==> src/design/ahfd_pkg.sv <==
`timescale 1ns / 1ps
`default_nettype none
// ----------------------------------------------------------------------------
// ahfd_pkg
// shared types and constants of the ascii header frame deframer
// ----------------------------------------------------------------------------
package ahfd_pkg;

    localparam int LEN_BITS = 24;

    typedef enum logic [2:0] {
        PH_HUNT  = 3'd0,
        PH_LEN   = 3'd1,
        PH_TITLE = 3'd2,
        PH_BODY  = 3'd3,
        PH_TRAIL = 3'd4
    } t_phase;

    typedef enum logic [1:0] {
        KIND_BODY  = 2'd0,
        KIND_EMPTY = 2'd1,
        KIND_ERROR = 2'd2
    } t_kind;

    typedef enum logic [2:0] {
        CLS_UNKNOWN  = 3'd0,
        CLS_LOGIN    = 3'd1,
        CLS_PERSONAL = 3'd2,
        CLS_FRIENDS  = 3'd3,
        CLS_CHAT     = 3'd4,
        CLS_MAIL     = 3'd5
    } t_class;

    localparam logic [7:0] C_MARKER [16] = '{
        8'h50, 8'h41, 8'h43, 8'h4B, 8'h41, 8'h47, 8'h45, 8'h5F,
        8'h42, 8'h45, 8'h47, 8'h49, 8'h4E, 8'h20, 8'h20, 8'h20
    };

    localparam logic [7:0] C_CHAR_P    = 8'h50;
    localparam logic [7:0] C_CHAR_ZERO = 8'h30;
    localparam logic [7:0] C_CHAR_NINE = 8'h39;

    localparam logic [63:0] C_NAME_LOGIN    = 64'("LOGIN");
    localparam logic [63:0] C_NAME_PERSONAL = 64'("PERSONAL");
    localparam logic [63:0] C_NAME_FRIENDS  = 64'("FRIENDS");
    localparam logic [63:0] C_NAME_CHAT     = 64'("CHAT");
    localparam logic [63:0] C_NAME_MAIL     = 64'("MAIL");

    typedef struct packed {
        logic       valid;
        logic [7:0] data;
    } t_byte_word;

    typedef struct packed {
        t_kind      kind;
        logic [7:0] body;
        t_class     cls;
        logic       last;
    } t_result;

endpackage : ahfd_pkg
`default_nettype wire

==> src/design/ascii_header_frame_deframer_core.sv <==
// path: an accepted byte waits in the input register; its result word is held in the result register
// throughput: one byte per cycle while the result side takes words; a waiting
//   result word holds the state machine and the input register takes one more byte
// reset: synchronous active-low, returns to marker hunt, max length 65552,
//   no clearing pass
`timescale 1ns / 1ps
`default_nettype none
// ----------------------------------------------------------------------------
// ascii_header_frame_deframer_core
// finds the text marker, checks the decimal length, classifies the title and
// passes body bytes out tagged with the title class
// ----------------------------------------------------------------------------
module ascii_header_frame_deframer_core
    import ahfd_pkg::*;
(
    input  wire logic                i_clk,
    input  wire logic                i_rst_n,
    input  wire logic                s_axis_tvalid,
    output logic                     s_axis_tready,
    input  wire logic [7:0]          s_axis_tdata,   // rx_byte
    output logic                     m_axis_tvalid,
    input  wire logic                m_axis_tready,
    output logic [7:0]               m_axis_tdata,   // body_byte
    output logic [4:0]               m_axis_tuser,   // result_kind, title_class
    output logic                     m_axis_tlast,   // last_of_frame
    input  wire logic                i_cfg_valid,
    output logic                     o_cfg_ready,
    input  wire logic [LEN_BITS-1:0] i_cfg_data      // max_frame_length
);

    t_byte_word in_word;
    logic       take;
    t_result    res;

    ahfd_in_stage u_in_stage (
        .i_clk   (i_clk),
        .i_rst_n (i_rst_n),
        .i_valid (s_axis_tvalid),
        .o_ready (s_axis_tready),
        .i_data  (s_axis_tdata),
        .i_take  (take),
        .o_word  (in_word)
    );

    ahfd_frame_ctrl u_frame_ctrl (
        .i_clk       (i_clk),
        .i_rst_n     (i_rst_n),
        .i_word      (in_word),
        .o_take      (take),
        .i_cfg_valid (i_cfg_valid),
        .i_cfg_data  (i_cfg_data),
        .o_res_valid (m_axis_tvalid),
        .i_res_ready (m_axis_tready),
        .o_res       (res)
    );

    assign o_cfg_ready  = 1'b1;
    assign m_axis_tdata = res.body;
    assign m_axis_tuser = {res.cls, res.kind};
    assign m_axis_tlast = res.last;

    // error words close the frame and carry no class
    a_error_word : assert property (@(posedge i_clk) disable iff (!i_rst_n)
        (m_axis_tvalid && m_axis_tuser[1:0] == KIND_ERROR)
            |-> (m_axis_tlast && m_axis_tuser[4:2] == CLS_UNKNOWN && m_axis_tdata == 8'd0))
        else $error("error word malformed");

    // an empty frame is one word that is also the last
    a_empty_last : assert property (@(posedge i_clk) disable iff (!i_rst_n)
        (m_axis_tvalid && m_axis_tuser[1:0] == KIND_EMPTY) |-> m_axis_tlast)
        else $error("empty frame word without last");

    // nothing leaves the block right after reset
    a_reset_quiet : assert property (@(posedge i_clk)
        !i_rst_n |=> !m_axis_tvalid)
        else $error("output word right after reset");

endmodule : ascii_header_frame_deframer_core
`default_nettype wire

==> src/design/ahfd_in_stage.sv <==
`timescale 1ns / 1ps
`default_nettype none
// ----------------------------------------------------------------------------
// ahfd_in_stage
// input register of the byte stream, refilled in the cycle it is drained
// ----------------------------------------------------------------------------
module ahfd_in_stage
    import ahfd_pkg::*;
(
    input  wire logic       i_clk,
    input  wire logic       i_rst_n,
    input  wire logic       i_valid,
    output logic            o_ready,
    input  wire logic [7:0] i_data,
    input  wire logic       i_take,
    output t_byte_word      o_word
);

    logic       r_valid;
    logic       n_valid;
    logic [7:0] r_data;

    assign o_ready = !r_valid || i_take;

    always_comb begin
        if (i_valid && o_ready) begin
            n_valid = 1'b1;
        end else if (i_take) begin
            n_valid = 1'b0;
        end else begin
            n_valid = r_valid;
        end
    end

    always_ff @(posedge i_clk) begin
        if (!i_rst_n) begin
            r_valid <= 1'b0;
        end else begin
            r_valid <= n_valid;
        end
    end

    always_ff @(posedge i_clk) begin
        if (i_valid && o_ready) begin
            r_data <= i_data;
        end
    end

    assign o_word.valid = r_valid;
    assign o_word.data  = r_data;

endmodule : ahfd_in_stage
`default_nettype wire

==> src/design/ahfd_title_class.sv <==
`timescale 1ns / 1ps
`default_nettype none
// ----------------------------------------------------------------------------
// ahfd_title_class
// trims white space off a 16-byte title and matches it against the known names
// ----------------------------------------------------------------------------
module ahfd_title_class
    import ahfd_pkg::*;
(
    input  wire logic [7:0] i_title [16],
    output t_class          o_class
);

    logic [15:0] ws;
    logic [16:0] lead_ok;
    logic [16:0] trail_ok;
    logic        hit_login;
    logic        hit_personal;
    logic        hit_friends;
    logic        hit_chat;
    logic        hit_mail;

    function automatic logic name_at(input logic [7:0] title [16], input int start,
                                     input logic [63:0] name, input int len);
        logic ok;
        ok = 1'b1;
        for (int i = 0; i < 8; i++) begin
            if (i < len) begin
                if (title[start + i] != name[8 * (len - 1 - i) +: 8]) begin
                    ok = 1'b0;
                end
            end
        end
        return ok;
    endfunction

    always_comb begin
        for (int i = 0; i < 16; i++) begin
            ws[i] = (i_title[i] == 8'd32) || (i_title[i] >= 8'd9 && i_title[i] <= 8'd13);
        end
    end

    // lead_ok[s]: bytes below s all white; trail_ok[e]: bytes from e up all white
    always_comb begin
        for (int s = 0; s <= 16; s++) begin
            lead_ok[s]  = ((ws | ~((17'd1 << s) - 17'd1)) & 17'h0FFFF) == 17'h0FFFF
                          || s == 0;
            trail_ok[s] = ((ws & ~((17'd1 << s) - 17'd1)) & 17'h0FFFF)
                          == (17'h0FFFF & ~((17'd1 << s) - 17'd1));
        end
    end

    always_comb begin
        hit_login    = 1'b0;
        hit_personal = 1'b0;
        hit_friends  = 1'b0;
        hit_chat     = 1'b0;
        hit_mail     = 1'b0;
        for (int s = 0; s <= 11; s++) begin
            if (lead_ok[s] && trail_ok[s + 5] && name_at(i_title, s, C_NAME_LOGIN, 5)) begin
                hit_login = 1'b1;
            end
        end
        for (int s = 0; s <= 8; s++) begin
            if (lead_ok[s] && trail_ok[s + 8] && name_at(i_title, s, C_NAME_PERSONAL, 8)) begin
                hit_personal = 1'b1;
            end
        end
        for (int s = 0; s <= 9; s++) begin
            if (lead_ok[s] && trail_ok[s + 7] && name_at(i_title, s, C_NAME_FRIENDS, 7)) begin
                hit_friends = 1'b1;
            end
        end
        for (int s = 0; s <= 12; s++) begin
            if (lead_ok[s] && trail_ok[s + 4] && name_at(i_title, s, C_NAME_CHAT, 4)) begin
                hit_chat = 1'b1;
            end
            if (lead_ok[s] && trail_ok[s + 4] && name_at(i_title, s, C_NAME_MAIL, 4)) begin
                hit_mail = 1'b1;
            end
        end
    end

    always_comb begin
        priority if (hit_login) begin
            o_class = CLS_LOGIN;
        end else if (hit_personal) begin
            o_class = CLS_PERSONAL;
        end else if (hit_friends) begin
            o_class = CLS_FRIENDS;
        end else if (hit_chat) begin
            o_class = CLS_CHAT;
        end else if (hit_mail) begin
            o_class = CLS_MAIL;
        end else begin
            o_class = CLS_UNKNOWN;
        end
    end

endmodule : ahfd_title_class
`default_nettype wire

==> src/design/ahfd_frame_ctrl.sv <==
`timescale 1ns / 1ps
`default_nettype none
// ----------------------------------------------------------------------------
// ahfd_frame_ctrl
// frame state machine: marker hunt, length digits, title, body and trailer,
// with the result register on its output
// ----------------------------------------------------------------------------
module ahfd_frame_ctrl
    import ahfd_pkg::*;
(
    input  wire logic                i_clk,
    input  wire logic                i_rst_n,
    input  wire t_byte_word          i_word,
    output logic                     o_take,
    input  wire logic                i_cfg_valid,
    input  wire logic [LEN_BITS-1:0] i_cfg_data,
    output logic                     o_res_valid,
    input  wire logic                i_res_ready,
    output t_result                  o_res
);

    localparam int ACC_W = LEN_BITS + 1;
    localparam int MUL_W = LEN_BITS + 4;
    localparam logic [ACC_W-1:0] LEN_SAT = {1'b1, {LEN_BITS{1'b0}}};
    localparam logic [ACC_W-1:0] LEN_MIN = ACC_W'(16);
    localparam logic [LEN_BITS-1:0] REM_STEP = LEN_BITS'(16);
    localparam logic [LEN_BITS-1:0] MAX_RESET = LEN_BITS'(65552);

    t_phase              r_phase;
    t_phase              n_phase;
    logic [3:0]          r_pos;
    logic [3:0]          n_pos;
    logic [ACC_W-1:0]    r_acc;
    logic [ACC_W-1:0]    n_acc;
    logic                r_bad;
    logic                n_bad;
    logic [7:0]          r_title [15];
    logic [2:0]          r_class;
    logic [2:0]          n_class;
    logic [LEN_BITS-1:0] r_rem;
    logic [LEN_BITS-1:0] n_rem;
    logic [LEN_BITS-1:0] r_max;
    logic                r_out_valid;
    t_result             r_out;

    logic                process;
    logic [7:0]          rx;
    logic                pos_end;
    logic                marker_hit;
    logic                is_digit;
    logic [MUL_W-1:0]    acc_sum;
    logic [ACC_W-1:0]    len_new;
    logic                bad_new;
    logic                len_fail;
    logic                rem_small;
    logic [LEN_BITS-1:0] rem_dec;
    logic                body_last;
    logic [7:0]          title_view [16];
    t_class              title_cls;
    logic                title_we;
    logic                res_valid;
    t_result             res;

    assign o_take  = !r_out_valid || i_res_ready;
    assign process = i_word.valid && o_take;
    assign rx      = i_word.data;
    assign pos_end = (r_pos == 4'd15);

    assign marker_hit = (rx == C_MARKER[r_pos]);
    assign is_digit   = (rx >= C_CHAR_ZERO) && (rx <= C_CHAR_NINE);
    assign acc_sum    = {3'b000, r_acc} * MUL_W'(10) + MUL_W'(rx - C_CHAR_ZERO);

    always_comb begin
        if (!is_digit) begin
            len_new = r_acc;
        end else if (acc_sum > MUL_W'(LEN_SAT)) begin
            len_new = LEN_SAT;
        end else begin
            len_new = acc_sum[ACC_W-1:0];
        end
    end

    assign bad_new   = r_bad || !is_digit;
    assign len_fail  = bad_new || (len_new < LEN_MIN) || (len_new > {1'b0, r_max});
    assign rem_small = (r_rem <= REM_STEP);
    assign rem_dec   = (r_rem != '0) ? r_rem - LEN_BITS'(1) : '0;
    assign body_last = (rem_dec == '0);

    always_comb begin
        for (int i = 0; i < 15; i++) begin
            title_view[i] = r_title[i];
        end
        title_view[15] = rx;
    end

    ahfd_title_class u_title_class (
        .i_title (title_view),
        .o_class (title_cls)
    );

    // next phase
    always_comb begin
        n_phase = r_phase;
        unique case (r_phase)
            PH_HUNT: begin
                if (marker_hit && pos_end) begin
                    n_phase = PH_LEN;
                end
            end
            PH_LEN: begin
                if (pos_end) begin
                    n_phase = len_fail ? PH_HUNT : PH_TITLE;
                end
            end
            PH_TITLE: begin
                if (pos_end) begin
                    n_phase = rem_small ? PH_TRAIL : PH_BODY;
                end
            end
            PH_BODY: begin
                if (body_last) begin
                    n_phase = PH_TRAIL;
                end
            end
            PH_TRAIL: begin
                if (pos_end) begin
                    n_phase = PH_HUNT;
                end
            end
            default: begin
                n_phase = PH_HUNT;
            end
        endcase
    end

    // datapath and result
    always_comb begin
        n_pos     = r_pos;
        n_acc     = r_acc;
        n_bad     = r_bad;
        n_class   = r_class;
        n_rem     = r_rem;
        title_we  = 1'b0;
        res_valid = 1'b0;
        res.kind  = KIND_BODY;
        res.body  = '0;
        res.cls   = CLS_UNKNOWN;
        res.last  = 1'b0;
        unique case (r_phase)
            PH_HUNT: begin
                if (marker_hit) begin
                    n_pos = r_pos + 4'd1;
                    if (pos_end) begin
                        n_acc = '0;
                        n_bad = 1'b0;
                    end
                end else begin
                    n_pos = (rx == C_CHAR_P) ? 4'd1 : 4'd0;
                end
            end
            PH_LEN: begin
                n_acc = len_new;
                n_bad = bad_new;
                n_pos = r_pos + 4'd1;
                if (pos_end) begin
                    if (len_fail) begin
                        res_valid = 1'b1;
                        res.kind  = KIND_ERROR;
                        res.last  = 1'b1;
                    end else begin
                        n_rem = len_new[LEN_BITS-1:0];
                    end
                end
            end
            PH_TITLE: begin
                title_we = !pos_end;
                n_pos    = r_pos + 4'd1;
                if (pos_end) begin
                    n_class = title_cls;
                    if (rem_small) begin
                        n_rem     = '0;
                        res_valid = 1'b1;
                        res.kind  = KIND_EMPTY;
                        res.cls   = title_cls;
                        res.last  = 1'b1;
                    end else begin
                        n_rem = r_rem - REM_STEP;
                    end
                end
            end
            PH_BODY: begin
                n_rem     = rem_dec;
                res_valid = 1'b1;
                res.kind  = KIND_BODY;
                res.body  = rx;
                res.cls   = t_class'(r_class);
                res.last  = body_last;
                if (body_last) begin
                    n_pos = 4'd0;
                end
            end
            PH_TRAIL: begin
                n_pos = r_pos + 4'd1;
            end
            default: begin
                n_pos = 4'd0;
            end
        endcase
    end

    always_ff @(posedge i_clk) begin
        if (!i_rst_n) begin
            r_phase <= PH_HUNT;
            r_pos   <= '0;
            r_acc   <= '0;
            r_bad   <= 1'b0;
            r_class <= '0;
            r_rem   <= '0;
        end else if (process) begin
            r_phase <= n_phase;
            r_pos   <= n_pos;
            r_acc   <= n_acc;
            r_bad   <= n_bad;
            r_class <= n_class;
            r_rem   <= n_rem;
        end
    end

    always_ff @(posedge i_clk) begin
        if (process && title_we) begin
            r_title[r_pos] <= rx;
        end
    end

    always_ff @(posedge i_clk) begin
        if (!i_rst_n) begin
            r_max <= MAX_RESET;
        end else if (i_cfg_valid) begin
            r_max <= i_cfg_data;
        end
    end

    always_ff @(posedge i_clk) begin
        if (!i_rst_n) begin
            r_out_valid <= 1'b0;
        end else if (o_take) begin
            r_out_valid <= process && res_valid;
        end
    end

    always_ff @(posedge i_clk) begin
        if (process && res_valid) begin
            r_out <= res;
        end
    end

    assign o_res_valid = r_out_valid;
    assign o_res       = r_out;

endmodule : ahfd_frame_ctrl
`default_nettype wire
==> config.mk <==
export PLATFORM = sky130hd
export DESIGN_NAME = ascii_header_frame_deframer_core
export DESIGN_NICKNAME = d
export VERILOG_FILES = /design/src/design/ahfd_pkg.sv /design/src/design/ascii_header_frame_deframer_core.sv /design/src/design/ahfd_in_stage.sv /design/src/design/ahfd_title_class.sv /design/src/design/ahfd_frame_ctrl.sv
export SDC_FILE = /design/constraint.sdc
export NUM_CORES = 1
export LEC_CHECK = 0
export CAP_MARGIN = 40
export CORE_ASPECT_RATIO = 0.9
export CORE_MARGIN = 2
export CORE_UTILIZATION = 60
export DETAILED_ROUTE_END_ITERATION = 8
export DONT_BUFFER_PORTS = 1
export HOLD_SLACK_MARGIN = 0.08
export PLACE_DENSITY = 0.81
export RECOVER_POWER = 25
export REMOVE_ABC_BUFFERS = 1
export SLEW_MARGIN = 20
export SYNTH_ARGS = -nofsm -noshare
export SYNTH_HDL_FRONTEND = slang
export SYNTH_HIERARCHICAL = 1
export SYNTH_SLANG_ARGS = --single-unit
export TNS_END_PERCENT = 5
==> constraint.sdc <==
create_clock -name i_clk -period 10.6 [get_ports i_clk]
set_input_delay 0.53 -clock i_clk [delete_from_list [all_inputs] [get_ports i_clk]]
set_output_delay 0.53 -clock i_clk [all_outputs]
set_load 0.1 [all_outputs]
==> results of run 1 <==
==> path summary, 6_finish.rpt <==
check	startpoint	end	slack, ns
worst max register to register	u_frame_ctrl/r_acc[1]	u_frame_ctrl/r_rem[17]	0.65
worst max-delay path	u_frame_ctrl/r_acc[1]	u_frame_ctrl/r_rem[17]	0.65
worst min register to register	u_frame_ctrl/r_bad	u_frame_ctrl/r_bad	0.48
worst min-delay path	s_axis_tdata[1]	u_in_stage/r_data[1]	0.10
==> through the flow <==
step	setup WS (ns)	utilization, %
floorplan	1.18	-
global placement	1.21	61.6
detailed placement	0.979	62.0
CTS	0.936	64.6
global route	0.0928	64.9
finish	0.645	64.9
==> cells in the mapped netlist, types with 6 or more instances <==
| library cell | n | share of area (%) |
|---|---|---|
| a211oi_1 | 10 | 0.43 |
| nor2_1 | 216 | 4.7 |
| a221oi_1 | 7 | 0.35 |
| edfxtp_1 | 142 | 25 |
| nand3_1 | 69 | 2.0 |
| dfxtp_1 | 86 | 9.9 |
| xor2_1 | 16 | 0.81 |
| a311oi_1 | 12 | 0.60 |
| clkbuf_1 | 65 | 1.4 |
| o21ai_0 | 61 | 1.8 |
| nand3b_1 | 24 | 1.0 |
| nor3_1 | 80 | 2.3 |
| o21a_1 | 20 | 0.86 |
| nand4_1 | 59 | 2.1 |
| o22ai_1 | 15 | 0.54 |
| a22oi_1 | 29 | 1.3 |
| and3_1 | 29 | 1.0 |
| o211ai_1 | 16 | 0.69 |
| o21bai_1 | 8 | 0.35 |
| nand2_1 | 190 | 4.1 |
| a21oi_1 | 94 | 2.7 |
| nor3b_1 | 16 | 0.69 |
| a22o_1 | 13 | 0.65 |
| nand4b_1 | 12 | 0.60 |
| mux2i_1 | 45 | 2.6 |
| o21ai_1 | 8 | 0.23 |
| and2_1 | 11 | 0.40 |
| nor4bb_1 | 9 | 0.52 |
| a21o_1 | 34 | 1.5 |
| or4_1 | 23 | 0.99 |
| xnor2_1 | 34 | 1.7 |
| or4b_1 | 28 | 1.6 |
| a31oi_1 | 14 | 0.50 |
| nor4b_1 | 26 | 1.3 |
| nand2b_1 | 36 | 1.3 |
| nor4_1 | 57 | 2.0 |
| and4_1 | 9 | 0.45 |
| or3_1 | 19 | 0.68 |
| or2_2 | 6 | 0.22 |
| ha_1 | 109 | 7.8 |
| inv_1 | 72 | 1.6 |
| a32oi_1 | 12 | 0.60 |
| nor2b_1 | 29 | 1.0 |
==> cell families after synthesis <==
| kind of cell | share of synthesized area (%) |
|---|---|
| AO/OA/AOI/OAI | 17.2 |
| XOR/XNOR | 2.65 |
| adder cells (fa/ha/maj) | 8.07 |
| buffers and inverters | 3.44 |
| flip-flops | 34.4 |
| multiplexers | 2.72 |
| other | 0.0216 |
| AND/OR/NAND/NOR | 31.5 |
==> critical path: cells and delay by family (launching register included) <==
family	cells	cell delay, ns
AO/OA/AOI/OAI	25	5.36
adder cells (fa/ha/maj)	5	1.52
AND/OR/NAND/NOR	6	1.49
buffers and inverters	2	0.55
flip-flops	1	0.46
XOR/XNOR	2	0.25
multiplexers	1	0.24
==> flip-flops by register name, summed over array words and instances (netlist names) <==
register	count
u_frame_ctrl/r_title	120
u_frame_ctrl/r_acc	25
u_frame_ctrl/r_max	24
u_frame_ctrl/r_rem	24
u_frame_ctrl/o_res	14
u_in_stage/r_data	8
u_frame_ctrl/r_pos	4
u_frame_ctrl/r_class	3
u_frame_ctrl/r_phase	3
u_frame_ctrl/o_res_valid	1
u_frame_ctrl/r_bad	1
u_in_stage/r_valid	1
==> power by group <==
group	switching (W)	internal, W	total, W
clock	0.000350	0.000469	0.000820
combinational	0.0000929	0.0000433	0.000136
sequential	0.00000634	0.000953	0.000959
==> area by class of cell <==
type	instances	area share, %
inverters	73	1.47
multi-input cells	1619	58.0
clock buffers	30	3.57
repair buffers	36	1.81
flip-flops and latches	228	32.1
well taps	366	2.46
clock inverters	13	0.524
==> layer usage <==
metal | global-route usage, % | up-vias
met3 | 6.16 | 231
li1 | - | 7655
met1 | 49.0 | 7927
met5 | 0 | -
met2 | 60.2 | 1062
met4 | 19.6 | 0
==> metrics.md, run 1 <==
| Metric | Value |
|---|---|
| Relative max-transition margin | -11.5% |
| Horizontal die dimension | 183 um |
| Number of H-tree levels | 1 |
| Highest metal layer used by the detailed router | met4 |
| Post-synthesis area per instance | 8.72 um^2 |
| GRT Util Overall | 37.5% |
| Distinct cell type count after synthesis | 99 |
| Remaining number of nets flagged by the antenna check after routing | 0 |
| Most common cell after layout, fill and taps aside | nor2_1 |
| RD Place Congestion | 1.02 |
| Maximum VDD drop | 0.118 mV |
| Number of remaining DRC errors | 0 |
| Worst R2R Path Depth | 41 |
| Leading cell types in the layout, fill and taps excluded | nor2_1, nand2_1, edfxtp_1, ha_1, a21oi_1 |
| Number of placed I/O pins | 54 |
| Hold Violations, Final | 0 |
| Initial antenna violation count | 0 |
| Required time reported for the critical path endpoint | 11.05 ns |
| Number of max-cap violations | 2 |
| Filler-free cell count of the finished design | 2365 |
| RSZ-0062 raised after global routing | false |
| Met2 wire len | 26.4 mm |
| Count of hold-fix buffers inserted at cts | 0 |
| Die Y-Extent | 166 um |
| Clock sink total | 228 |
| Number of port buffers | 0 |
| Cell count of the worst hold path | 0 |
| Diodes inserted | 0 |
| Number of optimization iterations in the first detailed-route pass | 8 |
| Slowest library cell on the worst path | a2111oi_0 |
| TritonCTS buffer count | 24 |
| Post-route fraction of the period consumed by the critical path | 93.9% |
| Number of vias per cell after detailed routing | 7.14 |
| Number of gates resized after cts | 0 |
| Nets@finish | 2130 |
| Post-route cell area | 18600 um^2 |
| Fraction of layout instances using a drive strength above 1 | 5.75% |
| Hold Crit Class | input pin to flip-flop |
| Post-Synthesis Cells | 1996 |
| Register area | 5990 um^2 |
| Setup skew after layout | 0.0148 ns |
| Flop and latch count out of synthesis | 228 |
| Crit end category | flip-flop |
| Final-layout setup total negative slack | 0 ns |
| Number of placed instances, taps included | 2314 |
| Clock slew at the register clock pins of the worst setup and hold paths | 0.06 ns |
| Layout-stage area growth over the synthesis result | 7.13% |
| Sum of internal, switching and leakage power | 0.00192 W |
| Overflow left after global routing | 0 |
| Detailed router's first-iteration violation count | 2082 |
| Routed wire length | 58.3 mm |
| Pin count of the biggest net entering global routing | 45 |
| Number of buffers between clock root and the deepest sink | 3 |
| Effective utilization at floorplan | 60.6% |
| Number of warnings printed during yosys synthesis | 6 |
| Count of flip-flops with a built-in enable after synthesis | 142 |
| Vias in the first global route | 15600 |
| Total area of multi-input combinational cells | 10800 um^2 |
| Async S/R FF share, synth | 0% |
| Count of endpoints failing setup in the final report | 0 |
| Sequential fraction of the synthesis area | 34.4% |
| Placed standard-cell area | 17800 um^2 |
| Average wire length per cell after detail routing | 24.7 um |
| Number of standard-cell rows in the floorplan | 59 |
| Status | finished, violations left |
| Final max-slew violation count | 55 |
| Least-Margin Pin Slew | 1.67 ns |
| TritonCTS clock tree | done |
| Fill cells | 2346 |
| Crit path max fanout | 20 |
| Clock network latency to the later pin of the worst-skew pair | 0.53 ns |
| Cell at the root of the clock tree | clkbuf_16 |
| Wire length of the first global-routing pass | 88.5 mm |
| Met1 Wirelength | 22.9 mm |
| Post-CTS repair timing setup buffer count | 0 |
| Crit path launch type | flip-flop |
| Most used flip-flop cell after synthesis | edfxtp_1 |
| HPWL after detailed placement | 44.2 mm |
| CP max stage delay | 0.64 ns |
| Failing checks | capacitance limit, slew limit |
| Vias post-DR | 16900 |
| Minimum clock period after layout | 9.95 ns |
| Data arrival time of the worst path | 10.41 ns |
| Leakage power | 6.90 nW |
| Crit path kind | flip-flop to flip-flop |
| Hold Worst Slack | 0.105 ns |
| Max Clock Freq | 0.100 GHz |
| Mapped cell area | 17400 um^2 |
| Standard cell core area | 28700 um^2 |
| Areal power density over the cells | 103 nW/um^2 |
| Die footprint | 30400 um^2 |
| Met3 layer wire length in the routed design | 5.71 mm |
(Power assumes the default switching activity.)
==> inputs of run 2 (changes only) <==
CTS_BUF_LIST = sky130_fd_sc_hd__clkbuf_4 sky130_fd_sc_hd__clkbuf_8   (was default)
==> run 2 against run 1 <==
The flow still finishes with violations (capacitance limit, slew limit). Maximum frequency grew 0.34%. Setup slack gained 0.034 ns. Final cell count grew 1.6%. Sequential power is essentially flat. Clock skew grew 0.031 ns. Non-clock buffer count grew 11. Clock-buffer cell count grew 23. Critical path type unchanged.
==> metrics.md, run 2 (synthesis results as in run 1) <==
| Metric | Value |
|---|---|
| Number of flip-flops under the largest register name | 120 |
| Minimum clock period after layout | 9.92 ns |
| Final max-slew violation count | 80 |
| Clock slew at the register clock pins of the worst setup and hold paths | 0.06 ns |
| Die Y-Extent | 166 um |
| CP max stage delay | 0.57 ns |
| RD Place Congestion | 1.02 |
| Pin count of the biggest net entering global routing | 39 |
| Number of H-tree levels | 2 |
| Hold Worst Slack | 0.104 ns |
| Post-Place Worst Slack | 0.979 ns |
| Hold Crit Class | input pin to flip-flop |
| Clock power frac | 43.8% |
| Post-CTS repair timing setup buffer count | 0 |
| TritonCTS buffer count | 40 |
| Post-route fraction of the period consumed by the critical path | 93.6% |
| Number of optimization iterations in the first detailed-route pass | 8 |
| Remaining number of nets flagged by the antenna check after routing | 0 |
| Hold Violations, Final | 0 |
| Nets@finish | 2157 |
| Vias post-DR | 17100 |
| Number of cells on the critical path | 41 |
| Crit end category | flip-flop |
| Top cell family by delay on the critical path | compound AO/OA/AOI/OAI gates |
| Crit path max fanout | 20 |
| Clock network latency to the later pin of the worst-skew pair | 0.59 ns |
| Number of max-cap violations | 3 |
| Die footprint | 30400 um^2 |
| Areal power density over the cells | 104 nW/um^2 |
| Post-route worst setup slack | 0.679 ns |
| Leading cell types in the layout, fill and taps excluded | nor2_1, nand2_1, edfxtp_1, ha_1, a21oi_1 |
| Register area | 5990 um^2 |
| Relative max-transition margin | -13.5% |
| Number of port buffers | 0 |
| Initial antenna violation count | 0 |
| Leakage power | 7.00 nW |
| Top Registers | u_frame_ctrl/r_title (120), u_frame_ctrl/r_acc (25) |
| Crit path kind | flip-flop to flip-flop |
| Count of endpoints failing setup in the final report | 0 |
| Effective utilization at floorplan | 60.6% |
| Required time reported for the critical path endpoint | 11.09 ns |
| Net switching power | 0.000478 W |
| HPWL after detailed placement | 44.2 mm |
| End of the worst register-to-register path | u_frame_ctrl/r_rem[17] |
| Setup slack on the worst flop-to-flop path | 0.68 ns |
| Slowest library cell on the worst path | a2111oi_0 |
| GRT Util Overall | 38.3% |
| Least-Margin Pin Slew | 1.70 ns |
| Cell Int Power | 0.00148 W |
| Layout-stage area growth over the synthesis result | 8.12% |
| Failing checks | capacitance limit, slew limit |
| Diodes inserted | 0 |
| Routed wire length | 59.2 mm |
| Reg2reg start | u_frame_ctrl/r_acc[1] |
| Number of buffers between clock root and the deepest sink | 3 |
| Detailed router's first-iteration violation count | 2269 |
| Buffers and inverters on the worst path | 2 |
| Sw Ratio | 24.4% |
| Maximum VDD drop | 0.102 mV |
| Vias in the first global route | 15900 |
| Number of placed I/O pins | 54 |
| Fill cells | 2345 |
| Post-route cell area | 18800 um^2 |
| Wire length of the first global-routing pass | 90.1 mm |
| Total area of multi-input combinational cells | 10800 um^2 |
| Status | finished, violations left |
| Fraction of layout instances using a drive strength above 1 | 7.02% |
| Number of remaining DRC errors | 0 |
| Timing startpoint of the critical path | u_frame_ctrl/r_acc[1] |
| Destination of the critical timing path | u_frame_ctrl/r_rem[17] |
| Crit path launch type | flip-flop |
| Average wire length per cell after detail routing | 24.6 um |
| Final-layout setup total negative slack | 0 ns |
| Setup skew after layout | 0.0458 ns |
| Most common cell after layout, fill and taps aside | nor2_1 |
| Number of standard-cell rows in the floorplan | 59 |
| Overflow left after global routing | 0 |
| Clock sink total | 228 |
| Number of vias per cell after detailed routing | 7.10 |
| Biggest register | u_frame_ctrl/r_title |
| Standard cell core area | 28700 um^2 |
| RSZ-0062 raised after global routing | false |
| Horizontal die dimension | 183 um |
| Data arrival time of the worst path | 10.41 ns |
| Cell at the root of the clock tree | clkbuf_8 |
| TritonCTS clock tree | done |
| Max Clock Freq | 0.101 GHz |
| Number of gates resized after cts | 0 |
| Placed standard-cell area | 17800 um^2 |
| Worst R2R Path Depth | 41 |
| Relative contribution of sequential cells to total power | 49.0% |
| Share of power burned in combinational logic | 7.2% |
## run 2: layout make-up
class,instances,share of cell area (%)
clock buffers,53,3.51
clock inverters,18,0.898
inverters,73,1.46
multi-input cells,1619,57.5
flip-flops and latches,228,31.8
well taps,366,2.43
repair buffers,47,2.36
## run 2: per-stage QoR
step | util (%) | power (W) | instances
floorplan | - | 0.00106 | 1920
global placement | 61.6 | 0.00111 | 2305
detailed placement | 62.0 | 0.00111 | 2314
CTS | 65.3 | 0.00197 | 2398
global route | 65.5 | 0.00202 | 2404
finish | 65.5 | 0.00196 | 2404
## run 2: per-layer routing
layer / vias to the layer above / global-route usage [%] / share of wire [%]
li1: 7684 / - / -
met1: 8085 / 49.1 / 40
met2: 1049 / 61.5 / 45
met3: 258 / 7.11 / 9.1
met4: 0 / 21.1 / 6.0
met5: - / 0 / 0
## run 2: how the worst min path moves through the flow
stage                     cells past startpoint                    end  slack [ns]                from
after floorplan                               2     u_frame_ctrl/r_bad        0.45  u_frame_ctrl/r_bad
after global placement                        2     u_frame_ctrl/r_bad        0.46  u_frame_ctrl/r_bad
after detailed placement                      2     u_frame_ctrl/r_bad        0.47  u_frame_ctrl/r_bad
after CTS                                     2  u_frame_ctrl/r_rem[5]        0.08             i_rst_n
after global routing                          2  u_frame_ctrl/r_max[7]        0.08       i_cfg_data[7]
final                                         2  u_frame_ctrl/r_rem[5]        0.10             i_rst_n
## run 2: power groups by stage
| stage | Combinational, W | Sequential, W | Clock [W] |
|---|---|---|---|
| 2_1_floorplan | 0.0000799 | 0.000984 | 0 |
| 3_3_place_gp | 0.000130 | 0.000977 | 0 |
| 3_5_place_dp | 0.000133 | 0.000978 | 0 |
| 4_1_cts | 0.000139 | 0.000959 | 0.000867 |
| 5_1_grt | 0.000152 | 0.000960 | 0.000905 |
| 6_report | 0.000141 | 0.000960 | 0.000859 |
## run 2: timing repair
action,4_1_cts,5_1_grt
hold buffers,13,0
hold endpoints to repair,14,0
setup endpoints to repair,0,0
